**src/rtl/core/command_successor_predictor_top_assert.svh**
```systemverilog
// Assertion macros for the command successor predictor.
// Each macro expects a clock named clk and an active-low reset named arst_n in scope.
`ifndef COMMAND_SUCCESSOR_PREDICTOR_TOP_ASSERT_SVH
`define COMMAND_SUCCESSOR_PREDICTOR_TOP_ASSERT_SVH

// A condition that must hold at every clock edge outside reset.
`define CSP_ASSERT_ALWAYS(lbl, cond, msg) \
	lbl: assert property (@(posedge clk) disable iff (!arst_n) (cond)) else $error(msg);

// An implication that is checked in the same cycle.
`define CSP_ASSERT_IMPL(lbl, ante, cons, msg) \
	lbl: assert property (@(posedge clk) disable iff (!arst_n) (ante) |-> (cons)) else $error(msg);

`endif

```
**src/rtl/core/csp_pkg.sv**
```systemverilog
`timescale 1ns / 1ps
package csp_pkg;

	localparam int unsigned ENTRIES_DEF    = 32;
	localparam int unsigned COUNT_BITS_DEF = 16;

	// Depth of the command queue between the front and the back.
	localparam int unsigned QDEPTH = 2;

	// Confidence is count * CONF_SCALE / (total + CONF_BIAS), clamped.
	localparam int unsigned CONF_SCALE = 100;
	localparam logic [6:0]  CONF_MAX   = 7'd95;
	localparam logic [6:0]  CONF_MIN   = 7'd30;
	localparam logic [32:0] CONF_BIAS  = 33'd5;

	// Width of the divisor: the 32-bit total plus the bias.
	localparam int unsigned DEN_W = 33;

	typedef enum logic [1:0] {
		OP_LEARN   = 2'd0,
		OP_PREDICT = 2'd1,
		OP_COUNT   = 2'd2,
		OP_CLEAR   = 2'd3
	} op_t;

	typedef enum logic [1:0] {
		BK_IDLE,
		BK_SCAN,
		BK_DIV
	} bk_state_t;

	typedef struct packed {
		op_t         op;
		logic        key_zero;
		logic [31:0] prev_key;
		logic [31:0] next_key;
	} cmd_t;

	typedef struct packed {
		logic        found;
		logic [31:0] predicted_key;
		logic [15:0] hit_count;
		logic [6:0]  confidence;
		logic        dropped;
	} res_t;

endpackage

```
**src/rtl/core/csp_front.sv**
```systemverilog
`timescale 1ns / 1ps
module csp_front
	import csp_pkg::*;
(
	input  logic        clk,
	input  logic        arst_n,
	input  logic        start,
	output logic        busy,
	input  logic [1:0]  op,
	input  logic [31:0] prev_key,
	input  logic [31:0] next_key,
	input  logic        pop,
	output logic        cmd_vld,
	output cmd_t        cmd
);

	localparam int unsigned PW = $clog2(QDEPTH);
	localparam int unsigned FW = $clog2(QDEPTH + 1);

	cmd_t          queue_q [QDEPTH];
	logic [PW-1:0] wptr_q;
	logic [PW-1:0] rptr_q;
	logic [FW-1:0] fill_q;
	logic          push;
	cmd_t          cmd_in;

	// Classify the word on entry so the back only looks at a flag for the empty key.
	always_comb begin
		cmd_in.op       = op_t'(op);
		cmd_in.key_zero = (prev_key == 32'd0);
		cmd_in.prev_key = prev_key;
		cmd_in.next_key = next_key;
	end

	assign busy    = (fill_q == FW'(QDEPTH));
	assign push    = start && !busy;
	assign cmd_vld = (fill_q != '0);
	assign cmd     = queue_q[rptr_q];

	always_ff @(posedge clk or negedge arst_n) begin
		if (!arst_n) begin
			wptr_q <= '0;
			rptr_q <= '0;
			fill_q <= '0;
		end else begin
			if (push) begin
				wptr_q <= (wptr_q == PW'(QDEPTH - 1)) ? '0 : wptr_q + 1'b1;
			end
			if (pop) begin
				rptr_q <= (rptr_q == PW'(QDEPTH - 1)) ? '0 : rptr_q + 1'b1;
			end
			if (push && !pop) begin
				fill_q <= fill_q + 1'b1;
			end else if (pop && !push) begin
				fill_q <= fill_q - 1'b1;
			end
		end
	end

	always_ff @(posedge clk) begin
		if (push) begin
			queue_q[wptr_q] <= cmd_in;
		end
	end

endmodule

```
**src/rtl/core/csp_div.sv**
```systemverilog
`timescale 1ns / 1ps
module csp_div
	import csp_pkg::*;
#(
	parameter int unsigned NW = 23,
	parameter int unsigned DW = DEN_W
) (
	input  logic          clk,
	input  logic          arst_n,
	input  logic          go,
	input  logic [NW-1:0] num,
	input  logic [DW-1:0] den,
	output logic          done,
	output logic [NW-1:0] quo
);

	localparam int unsigned CW = $clog2(NW + 1);

	logic          run_q;
	logic          done_q;
	logic [CW-1:0] cnt_q;
	logic [NW-1:0] acc_q;
	logic [DW-1:0] rem_q;
	logic [DW-1:0] den_q;
	logic [DW:0]   trial;
	logic [DW:0]   diff;
	logic          ge;

	// Restoring division, one quotient bit per cycle; quotient bits shift into acc_q.
	always_comb begin
		trial = {rem_q, acc_q[NW-1]};
		ge    = (trial >= {1'b0, den_q});
		diff  = ge ? (trial - {1'b0, den_q}) : trial;
	end

	always_ff @(posedge clk or negedge arst_n) begin
		if (!arst_n) begin
			run_q  <= 1'b0;
			done_q <= 1'b0;
			cnt_q  <= '0;
		end else begin
			done_q <= run_q && (cnt_q == CW'(1));
			if (go) begin
				run_q <= 1'b1;
				cnt_q <= CW'(NW);
			end else if (run_q) begin
				cnt_q <= cnt_q - 1'b1;
				if (cnt_q == CW'(1)) begin
					run_q <= 1'b0;
				end
			end
		end
	end

	always_ff @(posedge clk) begin
		if (go) begin
			acc_q <= num;
			rem_q <= '0;
			den_q <= den;
		end else if (run_q) begin
			acc_q <= {acc_q[NW-2:0], ge};
			rem_q <= diff[DW-1:0];
		end
	end

	assign done = done_q;
	assign quo  = acc_q;

endmodule

```
**src/rtl/core/csp_back.sv**
```systemverilog
`timescale 1ns / 1ps
module csp_back
	import csp_pkg::*;
#(
	parameter int unsigned ENTRIES    = ENTRIES_DEF,
	parameter int unsigned COUNT_BITS = COUNT_BITS_DEF
) (
	input  logic clk,
	input  logic arst_n,
	input  logic cmd_vld,
	input  cmd_t cmd,
	output logic pop,
	output logic done,
	output res_t res
);

	localparam int unsigned IW = $clog2(ENTRIES);
	localparam int unsigned CW = $clog2(ENTRIES + 1);
	localparam int unsigned CB = COUNT_BITS;
	localparam int unsigned EW = 64 + CB;
	localparam int unsigned NW = CB + 7;

	logic [EW-1:0] mem [ENTRIES];

	bk_state_t     state_q, state_d;
	cmd_t          cmd_q;
	logic [CW-1:0] entry_count_q, entry_count_d;
	logic [31:0]   total_q, total_d;
	logic [CW-1:0] issue_q;
	logic          rd_vld_s1;
	logic [IW-1:0] ridx_s1;
	logic [EW-1:0] ent_s1;
	logic [CB-1:0] best_cnt_q;
	logic [31:0]   best_succ_q;
	logic          hit_q;
	logic          done_q;
	res_t          res_q;

	logic          issue;
	logic          emit;
	res_t          res_d;
	logic          mem_we;
	logic [IW-1:0] mem_waddr;
	logic [EW-1:0] mem_wdata;
	logic          div_go;
	logic          div_done;
	logic [NW-1:0] div_quo;
	logic [NW-1:0] div_num;
	logic [DEN_W-1:0] div_den;

	logic [31:0]   e_prev;
	logic [31:0]   e_succ;
	logic [CB-1:0] e_cnt;
	logic          prev_hit;
	logic          pair_hit;
	logic          best_upd;

	assign e_prev   = ent_s1[EW-1 -: 32];
	assign e_succ   = ent_s1[CB+31 -: 32];
	assign e_cnt    = ent_s1[CB-1:0];
	assign prev_hit = (e_prev == cmd_q.prev_key);
	assign pair_hit = prev_hit && (e_succ == cmd_q.next_key);
	assign best_upd = (state_q == BK_SCAN) && rd_vld_s1 && (cmd_q.op == OP_PREDICT)
		&& prev_hit && (e_cnt > best_cnt_q);

	assign div_num = NW'(best_cnt_q) * NW'(CONF_SCALE);
	assign div_den = DEN_W'(total_q) + CONF_BIAS;

	csp_div #(
		.NW(NW),
		.DW(DEN_W)
	) u_div (
		.clk   (clk),
		.arst_n(arst_n),
		.go    (div_go),
		.num   (div_num),
		.den   (div_den),
		.done  (div_done),
		.quo   (div_quo)
	);

	always_comb begin
		state_d       = state_q;
		entry_count_d = entry_count_q;
		total_d       = total_q;
		pop           = 1'b0;
		issue         = 1'b0;
		emit          = 1'b0;
		res_d         = '0;
		mem_we        = 1'b0;
		mem_waddr     = '0;
		mem_wdata     = '0;
		div_go        = 1'b0;
		case (state_q)
			BK_IDLE: begin
				if (cmd_vld) begin
					pop = 1'b1;
					case (cmd.op)
						OP_COUNT: begin
							emit = 1'b1;
							if (total_q != 32'hFFFF_FFFF) begin
								total_d = total_q + 32'd1;
							end
						end
						OP_CLEAR: begin
							emit          = 1'b1;
							entry_count_d = '0;
						end
						OP_LEARN, OP_PREDICT: begin
							if (cmd.key_zero) begin
								emit = 1'b1;
							end else begin
								state_d = BK_SCAN;
							end
						end
						default: begin
							emit = 1'b1;
						end
					endcase
				end
			end
			BK_SCAN: begin
				issue = (issue_q < entry_count_q);
				if (rd_vld_s1 && (cmd_q.op == OP_LEARN) && pair_hit) begin
					mem_we    = 1'b1;
					mem_waddr = ridx_s1;
					mem_wdata = {e_prev, e_succ, (e_cnt == '1) ? e_cnt : e_cnt + 1'b1};
					emit      = 1'b1;
					state_d   = BK_IDLE;
				end else if (!rd_vld_s1 && !issue) begin
					if (cmd_q.op == OP_LEARN) begin
						emit    = 1'b1;
						state_d = BK_IDLE;
						if (entry_count_q < CW'(ENTRIES)) begin
							mem_we        = 1'b1;
							mem_waddr     = entry_count_q[IW-1:0];
							mem_wdata     = {cmd_q.prev_key, cmd_q.next_key, CB'(1)};
							entry_count_d = entry_count_q + 1'b1;
						end else begin
							res_d.dropped = 1'b1;
						end
					end else if (hit_q) begin
						div_go  = 1'b1;
						state_d = BK_DIV;
					end else begin
						emit    = 1'b1;
						state_d = BK_IDLE;
					end
				end
			end
			BK_DIV: begin
				if (div_done) begin
					emit                = 1'b1;
					state_d             = BK_IDLE;
					res_d.found         = 1'b1;
					res_d.predicted_key = best_succ_q;
					res_d.hit_count     = 16'(best_cnt_q);
					if (div_quo > NW'(CONF_MAX)) begin
						res_d.confidence = CONF_MAX;
					end else if (div_quo < NW'(CONF_MIN)) begin
						res_d.confidence = CONF_MIN;
					end else begin
						res_d.confidence = div_quo[6:0];
					end
				end
			end
			default: begin
				state_d = BK_IDLE;
			end
		endcase
	end

	always_ff @(posedge clk or negedge arst_n) begin
		if (!arst_n) begin
			state_q       <= BK_IDLE;
			entry_count_q <= '0;
			total_q       <= '0;
			issue_q       <= '0;
			rd_vld_s1     <= 1'b0;
			hit_q         <= 1'b0;
			done_q        <= 1'b0;
			res_q         <= '0;
		end else begin
			state_q       <= state_d;
			entry_count_q <= entry_count_d;
			total_q       <= total_d;
			rd_vld_s1     <= issue;
			done_q        <= emit;
			res_q         <= emit ? res_d : '0;
			if (pop) begin
				issue_q <= '0;
				hit_q   <= 1'b0;
			end else begin
				if (issue) begin
					issue_q <= issue_q + 1'b1;
				end
				if (best_upd) begin
					hit_q <= 1'b1;
				end
			end
		end
	end

	always_ff @(posedge clk) begin
		if (pop) begin
			cmd_q      <= cmd;
			best_cnt_q <= '0;
		end else if (best_upd) begin
			best_cnt_q  <= e_cnt;
			best_succ_q <= e_succ;
		end
		if (issue) begin
			ridx_s1 <= issue_q[IW-1:0];
		end
	end

	// Table memory: one write port and one registered read port.
	always_ff @(posedge clk) begin
		if (mem_we) begin
			mem[mem_waddr] <= mem_wdata;
		end
		if (issue) begin
			ent_s1 <= mem[issue_q[IW-1:0]];
		end
	end

	assign done = done_q;
	assign res  = res_q;

endmodule

```
**src/rtl/core/command_successor_predictor_top.sv**
```systemverilog
`timescale 1ns / 1ps
// Channel   Handshake               Word
// command   start / busy            op, prev_key, next_key
// result    done (one-cycle strobe) found, predicted_key, hit_count, confidence, dropped
//
// Count and clear are answered straight from idle in the back end, as is an empty previous key.
// Learn and predict scan the table one entry per cycle through the table memory read port;
// a learn stops early at its matching pair, and a predict that hits then runs the serial
// divider; the back end takes no new word until the current one is answered.
// Reset clears the entry count and the command total; the table needs no clearing pass.
// busy rises when the two-word command queue is full; the result side cannot stall.
module command_successor_predictor_top
	import csp_pkg::*;
#(
	parameter int unsigned ENTRIES    = ENTRIES_DEF,
	parameter int unsigned COUNT_BITS = COUNT_BITS_DEF
) (
	input  logic        clk,
	input  logic        arst_n,
	input  logic        start,
	output logic        busy,
	input  logic [1:0]  op,
	input  logic [31:0] prev_key,
	input  logic [31:0] next_key,
	output logic        done,
	output logic        found,
	output logic [31:0] predicted_key,
	output logic [15:0] hit_count,
	output logic [6:0]  confidence,
	output logic        dropped
);

	cmd_t cmd;
	logic cmd_vld;
	logic pop;
	res_t res;
	logic conf_ok;
	logic miss_zero;

	// The front end takes command words and classifies them into the queue.
	csp_front u_front (
		.clk     (clk),
		.arst_n  (arst_n),
		.start   (start),
		.busy    (busy),
		.op      (op),
		.prev_key(prev_key),
		.next_key(next_key),
		.pop     (pop),
		.cmd_vld (cmd_vld),
		.cmd     (cmd)
	);

	// The back end owns the transition table, the command total and the divider.
	csp_back #(
		.ENTRIES   (ENTRIES),
		.COUNT_BITS(COUNT_BITS)
	) u_back (
		.clk    (clk),
		.arst_n (arst_n),
		.cmd_vld(cmd_vld),
		.cmd    (cmd),
		.pop    (pop),
		.done   (done),
		.res    (res)
	);

	assign found         = res.found;
	assign predicted_key = res.predicted_key;
	assign hit_count     = res.hit_count;
	assign confidence    = res.confidence;
	assign dropped       = res.dropped;

	// Checks on the result word, evaluated beside the assertions below.
	assign conf_ok   = (confidence >= CONF_MIN) && (confidence <= CONF_MAX);
	assign miss_zero = (predicted_key == 32'd0) && (hit_count == 16'd0) && (confidence == 7'd0);

	`include "command_successor_predictor_top_assert.svh"

	// Result fields are cleared between strobes, so a hit or a drop shows only with done.
	`CSP_ASSERT_ALWAYS(a_found_strobed, !found || done, "found without done")
	`CSP_ASSERT_ALWAYS(a_drop_alone, !dropped || (done && !found), "dropped out of place")
	// A hit carries a clamped confidence; a miss carries a zero key, count and confidence.
	`CSP_ASSERT_IMPL(a_conf_clamp, done && found, conf_ok, "confidence out of range")
	`CSP_ASSERT_IMPL(a_miss_zero, done && !found, miss_zero, "miss carries data")

endmodule

```
**config.mk**
```make
export PLATFORM = sky130hd
export DESIGN_NAME = command_successor_predictor_top
export DESIGN_NICKNAME = d
export VERILOG_FILES = /design/src/rtl/core/csp_pkg.sv /design/src/rtl/core/csp_front.sv /design/src/rtl/core/csp_div.sv /design/src/rtl/core/csp_back.sv /design/src/rtl/core/command_successor_predictor_top.sv
export VERILOG_INCLUDE_DIRS = /design/src /design/src/rtl/core
export SDC_FILE = /design/constraint.sdc
export NUM_CORES = 2
export LEC_CHECK = 0
export BUFFER_PORTS_ARGS = -buffer_cell sky130_fd_sc_hd__buf_4
export CAP_MARGIN = 10
export CORE_MARGIN = 2
export CORE_UTILIZATION = 50
export DETAILED_ROUTE_END_ITERATION = 8
export PLACE_DENSITY_LB_ADDON = 0.2
export SLEW_MARGIN = 10
export SYNTH_ARGS = -nofsm -noshare
export SYNTH_HDL_FRONTEND = slang
export SYNTH_SLANG_ARGS = --single-unit
```
**constraint.sdc**
```tcl
create_clock -name clk -period 8.4 [get_ports clk]
set_clock_uncertainty 0.05 [all_clocks]
set_input_delay 1.26 -clock clk [delete_from_list [all_inputs] [get_ports clk]]
set_output_delay 1.26 -clock clk [all_outputs]
set_load 0.005 [all_outputs]
```
# [Word-level counts from Yosys, hierarchy flattened]
# Memory sizes are Yosys's and may differ from the RTL's. A register that Yosys moved wholly into a read port is not among the register bits.
# Index checks and enable logic that the tools add are counted.
[op_classes] n_addsub=11 mul=1 order_cmp=6 eq_ne=22 muxes=79 bitwise_logic=1 reduce_logical=33
[ops] operator="$mux W80" n=5
[ops] operator="$mux W56" n=2
[ops] operator="$eq A32 B32 Y1" n=2
[ops] operator="$mux W57" n=1
[ops] operator="$mux W6" n=8
[ops] operator="$mux W23" n=2
[ops] operator="$mux W1" n=36
[ops] operator="$mux W5" n=7
[ops] operator="$ge A34 B33 Y1" n=1
[ops] operator="$add A32 B3 Y33 const B" n=1
[ops] operator="$mux W33" n=1
[ops] operator="$sub A33 B33 Y33" n=1
[ops] operator="$add A32 B1 Y32 const B" n=1
[ops] operator="$logic_not A32 Y1" n=1
[ops] operator="$ne A32 B32 Y1 const B" n=1
[ops] operator="$gt A23 B7 Y1 const B" n=1
[ops] operator="$lt A23 B5 Y1 const B" n=1
[ops] operator="$mul A16 B5 Y21 const B" n=1
[ops] operator="$mux W2" n=10
[ops] operator="$ne A2 B2 Y1 const B" n=9
[ops] operator="$add A16 B1 Y16 const B" n=1
[ops] operator="$eq A16 B16 Y1 const B" n=1
[ops] operator="$gt A16 B16 Y1" n=1
[ops] operator="$mux W16" n=1
[ops] operator="26 further kinds" n=57
[totals] reg_bits=325 ram_bits=2694 in_bits=69 output_inout_bits=59 wordCells=183 n_memories=2
[mem_list] memory="u_back.mem" words=32 word_bits=80 rd=1 rd_clocked_by_memory_dff=1 write_ports=1 line="csp_back.sv:23" text="logic [EW-1:0] mem [ENTRIES];"
[mem_list] memory="u_front.queue_q" words=2 word_bits=67 rd=1 rd_clocked_by_memory_dff=0 write_ports=1 line="csp_front.sv:20" text="cmd_t queue_q [QDEPTH];"

# [Logic depth before layout (Yosys ltp)]
[depth] depth_word=8 mapped_depth=16 mapped_depth_nobuf=16

# [Modules after synthesis]
# From an unflattened synthesis, not the netlist that was laid out.
[unflattened] hier_cells=5691 area_unflattened_um2=122665.1
[by_module_without_submodules] mod="csp_back" n_inst=1 cells_each=4884 area_each_um2=111817.2 seq_area_each_um2=85341.8
[by_module_without_submodules] mod="csp_div" n_inst=1 cells_each=568 area_each_um2=5657.9 seq_area_each_um2=2517.4
[by_module_without_submodules] mod="csp_front" n_inst=1 cells_each=239 area_each_um2=5190.0 seq_area_each_um2=4124.0

# [Least setup slack after synthesis]
# OpenSTA, ideal clock, no wires.
[synth_timing] kind="reg2reg" startpoint="register u_back.cmd_q[52] (netlist name)" endpoint="memory u_back.mem[18][0] (netlist name) (enable)" setup_time_ns=0.616 arrival_time_ns=7.771 required_time_ns=7.734 path_slack_ns=-0.038 path_stages_with_launch=11 n_path_buf=1 synth_period_minus_slack_ns=8.438 path_cell_list="edfxtp_1 -> xor2_1 -> nor4_1 -> nand4_1 -> or4_4 -> nor2_4 -> nand2_2 -> buf_2 -> nor3b_2 -> a31oi_1 -> nor3_1"
[synth_via] elab_chain_cells=7 elab_cells_between_ends=9 cone_classes="1 x eq/ne; 6 x mux; 2 x reduce/logical"
[synth_lines] item="start, declared" line="csp_back.sv:26" text="cmd_t cmd_q;"
[synth_lines] item="start signal, assigned" line="csp_back.sv:206" text="cmd_q <= cmd;"
[synth_lines] item="$eq A32 B32 Y1 *" line="csp_back.sv:61" text="assign prev_hit = (e_prev == cmd_q.prev_key);"
[synth_lines] item="$logic_and A1 B1 Y1 *" line="csp_back.sv:62" text="assign pair_hit = prev_hit && (e_succ == cmd_q.next_key);"
[synth_lines] item="$logic_and A1 B1 Y1 *" line="csp_back.sv:124" text="if (rd_vld_s1 && (cmd_q.op == OP_LEARN) && pair_hit) begin"
[synth_lines] item="$mux W1" line="csp_back.sv:124"
[synth_lines] item="$mux W1" line="csp_back.sv:94" text="case (state_q)"
[synth_lines] item="$mux W1" line="csp_back.sv:219" text="if (mem_we) begin"
[synth_lines] item="$mux W1 (not written as such)" line="csp_back.sv:220" text="mem[mem_waddr] <= mem_wdata;"
[synth_lines] item="end, declared" line="csp_back.sv:23"
# Mark *: on every way between the ends. The rest lies on a longest branch, timed or not.

# [Worst setup path after layout]
[layout_timing] startpoint="register u_back.ent_s1[21], read port of u_back.mem" endpoint="memory u_back.mem[27][2] (netlist name) (enable)"
[layout_via] elab_chain_cells=7 elab_cells_between_ends=9 cone_classes="1 x eq/ne; 6 x mux; 2 x reduce/logical"
[layout_lines] item="start, declared" line="csp_back.sv:32" text="logic [EW-1:0] ent_s1;"
[layout_lines] item="$eq A32 B32 Y1 *" line="csp_back.sv:62"
[layout_lines] item="$logic_and A1 B1 Y1 *" line="csp_back.sv:62"
[layout_lines] item="$logic_and A1 B1 Y1 *" line="csp_back.sv:124"
[layout_lines] item="$mux W1" line="csp_back.sv:124"
[layout_lines] item="$mux W1" line="csp_back.sv:94"
[layout_lines] item="$mux W1" line="csp_back.sv:219"
[layout_lines] item="$mux W1 (not written as such)" line="csp_back.sv:220"
# Marks and branches as above.

==> reports/results.txt <==
status -> complete, no violations
reg2reg start -> u_back.ent_s1[21]
global-route met2 utilization -> 39.7%
nets -> 6245
H-Tree Depth -> 5
CP endpoint kind -> flip-flop
Seq/Total Area, Yosys -> 75.4%
Net Count, Synth -> 5906
unrepaired setup endpoints after global routing -> false
Via Count -> 59100
Post-route DRC -> 0
top post-synthesis cells by area -> edfxtp_1, mux4_2, dfrtp_1
deepest clock path buffer count -> 4
combinational family with the most area after synthesis -> multiplexers
number of flops mapped to enable cells by yosys -> 2931
Post-CTS Hold Buffers -> 0
Die Width -> 498 µm
fmax -> 0.165 GHz
Worst EP arrival -> 6.53 ns
Via-to-Cell Ratio -> 6.22
final core utilization -> 56.8%
Final Max Tran Viols -> 0
Yosys top cell by area -> edfxtp_1
GRT Util Overall -> 24.4%
number of global-route vias before repair -> 59900
Core Region -> 243000 µm²
die footprint -> 248000 µm²
DP HPWL -> 167000 µm
GRT busiest layer -> met2
final setup fails -> 0
Ports -> 128
final worst path period share -> 72.2%
reg-to-reg endpoint -> u_back.mem[27][2]
Root Buffer -> clkbuf_16
max-cap check violation count -> 0
worst skew pair latency -> 0.97 ns
post-synthesis simple-gate area fraction -> 2.43%
pin count of the biggest net entering global routing -> 150
Site Rows -> 181
Cell Area, Synth -> 122000 µm²
initial drt markers -> 7231
CP Class -> flip-flop to flip-flop
WP data required -> 8.86 ns
antenna violations before repair -> 20
port buffer count -> 127
fraction of layout cells with a size suffix above 1 -> 27.9%
Clock Sinks -> 3099
Place WS -> 2.31 ns
Initial Util -> 50.2%
LEAKAGE -> 43.5 nW
worst slew pin tran -> 1.25 ns
critical path startpoint category -> flip-flop
Netlist cell types -> 86
GPL Wtd Cong -> 0.822
Top FF cell, synth -> edfxtp_1
Crit Path Max Fanout -> 75
TritonCTS Buffers -> 331
DR WL/cell -> 31.8 µm
PnR worst setup slack -> 2.33 ns
Hold/Removal Path Class -> input port to async pin
grt ovf -> 0
xor/xnor cell area share of the yosys netlist -> 1.40%
drt total wl -> 303000 µm
Worst slew margin -> 16.6%
GRT met3 Usage -> 3.41%
Final Hold Fails -> 0
first-pass GRT wire length -> 436000 µm
number of fill cells -> 17800
postcts setup bufs -> 0
drt pass-1 iters -> 5
most frequent cells after synthesis -> edfxtp_1, mux4_2, clkbuf_1, nor2_1, mux2_2
post_cts resized -> 0
Yosys top cell area share -> 72.1%
Avg Cell Area, Syn -> 21.4 µm²
compound-cell area share of the yosys netlist -> 1.98%
Syn Inst Count -> 5712
synthesis-to-layout area growth -> 13.1%
Final Critical Period -> 6.07 ns
R2R cell count -> 12
area share of fa/ha/maj cells after synthesis -> 1.36%
mux share of post-synthesis cell area -> 16.3%
Syn. warnings -> 0
CTS tree -> yes
maximum vdd ir drop -> 221 µV
r2r setup slk -> 2.33 ns
top-count cell post-synth -> edfxtp_1
GRT met1 Usage -> 35.0%
FF+latch count, synth -> 3099
ys async rst share -> 3.78%
DRT antenna net count -> 0
die height -> 498 µm
Power Density -> 262 nW/µm²
Clock transition at path regs -> 0.06 ns
-- layout make-up --
type                    count  area [µm²]  area share, %
diodes                      6        15.0         0.0109
clock buffers             427        8910           6.46
clock inverters           159        1440           1.04
inverters                 114         433          0.314
multi-input cells        2231       29000           21.0
flip-flops and latches   3099       92000           66.7
well taps                3202        4010           2.90
repair buffers            274        2240           1.63
-- how the worst max path moves through the flow --
stage	startpoint	to	cells past startpoint
final	u_back.ent_s1[21]	u_back.mem[27][2]	12
after CTS	u_back.ent_s1[21]	u_back.mem[27][2]	12
after global placement	u_back.ent_s1[21]	u_back.mem[27][14]	12
after detailed placement	u_back.ent_s1[21]	u_back.mem[27][9]	12
after floorplan	u_back.cmd_q[52]	u_back.mem[18][0]	10
after global routing	u_back.ent_s1[21]	u_back.mem[27][2]	12
-- critical path: stages (launching register included) --
cell,delay [ns]
edfxtp_1,0.44
xnor2_1,0.38
nand4_1,0.30
nor4_1,0.30
nand4_1,0.48
nor3_4,0.31
buf_4,0.83
nand2_1,0.28
a21oi_2,0.24
a31o_2,0.13
nand2_1,0.18
nor2_4,0.90
buf_4,0.76
-- layout by cell type, fill, tap and decap left out, types with 52 or more instances in the layout --
master / n
buf_4: 258
xor2_1: 99
mux4_2: 800
mux2_2: 147
nor2_1: 146
xnor2_1: 96
a22o_1: 59
nand2_1: 127
clkbuf_1: 77
o21ai_0: 61
clkinv_1: 63
clkbuf_16: 338
a21oi_1: 78
dfrtp_1: 110
inv_1: 112
nand3_1: 61
clkinv_2: 52
edfxtp_1: 2931
ha_1: 113
-- registers in the layout, indices dropped and copies added (netlist names), 2 cells and up --
register              cells
u_back.best_cnt_q        16
u_back.best_succ_q       32
u_back.cmd_q             66
u_back.ent_s1            80
u_back.entry_count_q      6
u_back.issue_q            6
u_back.mem             2560
u_back.res               57
u_back.ridx_s1            5
u_back.state_q            2
u_back.total_q           32
u_back.u_div.cnt_q        5
u_back.u_div.den_q       33
u_back.u_div.quo         23
u_back.u_div.rem_q       33
u_front.fill_q            2
u_front.queue_q         134
-- through the flow --
step / power, mW / TNS, ns / cell area (µm²) / instances / hold slack [ns]
floorplan: 21.1 / -8.72 / 122000 / 5712 / 0.377
global placement: 22.4 / 0 / 128000 / 8919 / 0.423
detailed placement: 22.5 / 0 / 128000 / 8919 / 0.397
CTS: 36.4 / 0 / 138000 / 9505 / 0.255
global route: 37.2 / 0 / 138000 / 9511 / 0.286
finish: 36.2 / 0 / 138000 / 9512 / 0.284
-- power breakdown --
| group | leakage (nW) | switching, mW | internal [mW] | total [mW] |
|---|---|---|---|---|
| Clock | 5.06 | 5.80 | 8.23 | 14.0 |
| Sequential | 28.4 | 0.356 | 17.8 | 18.2 |
| Combinational | 10.1 | 2.31 | 1.65 | 3.95 |
-- cells by family (layout without fill, tap and decap cells) --
kind of cell,count (synthesis),in the layout
DFF,3099,3099
muxes,967,967
and+or+nand+nor,596,596
buffers and inverters,382,974
AOI/OAI and AO/OA,348,348
xor gates and xnor gates,195,195
adders and majority gates,125,125
other,0,6
-- routing by layer --
layer | wire [µm] | share of wire, %
met4 | 7950 | 2.6
met3 | 20200 | 6.7
met2 | 149000 | 49
met5 | 13 | 0.0043
met1 | 126000 | 41
Note: power is estimated with default switching activity, not from simulation.
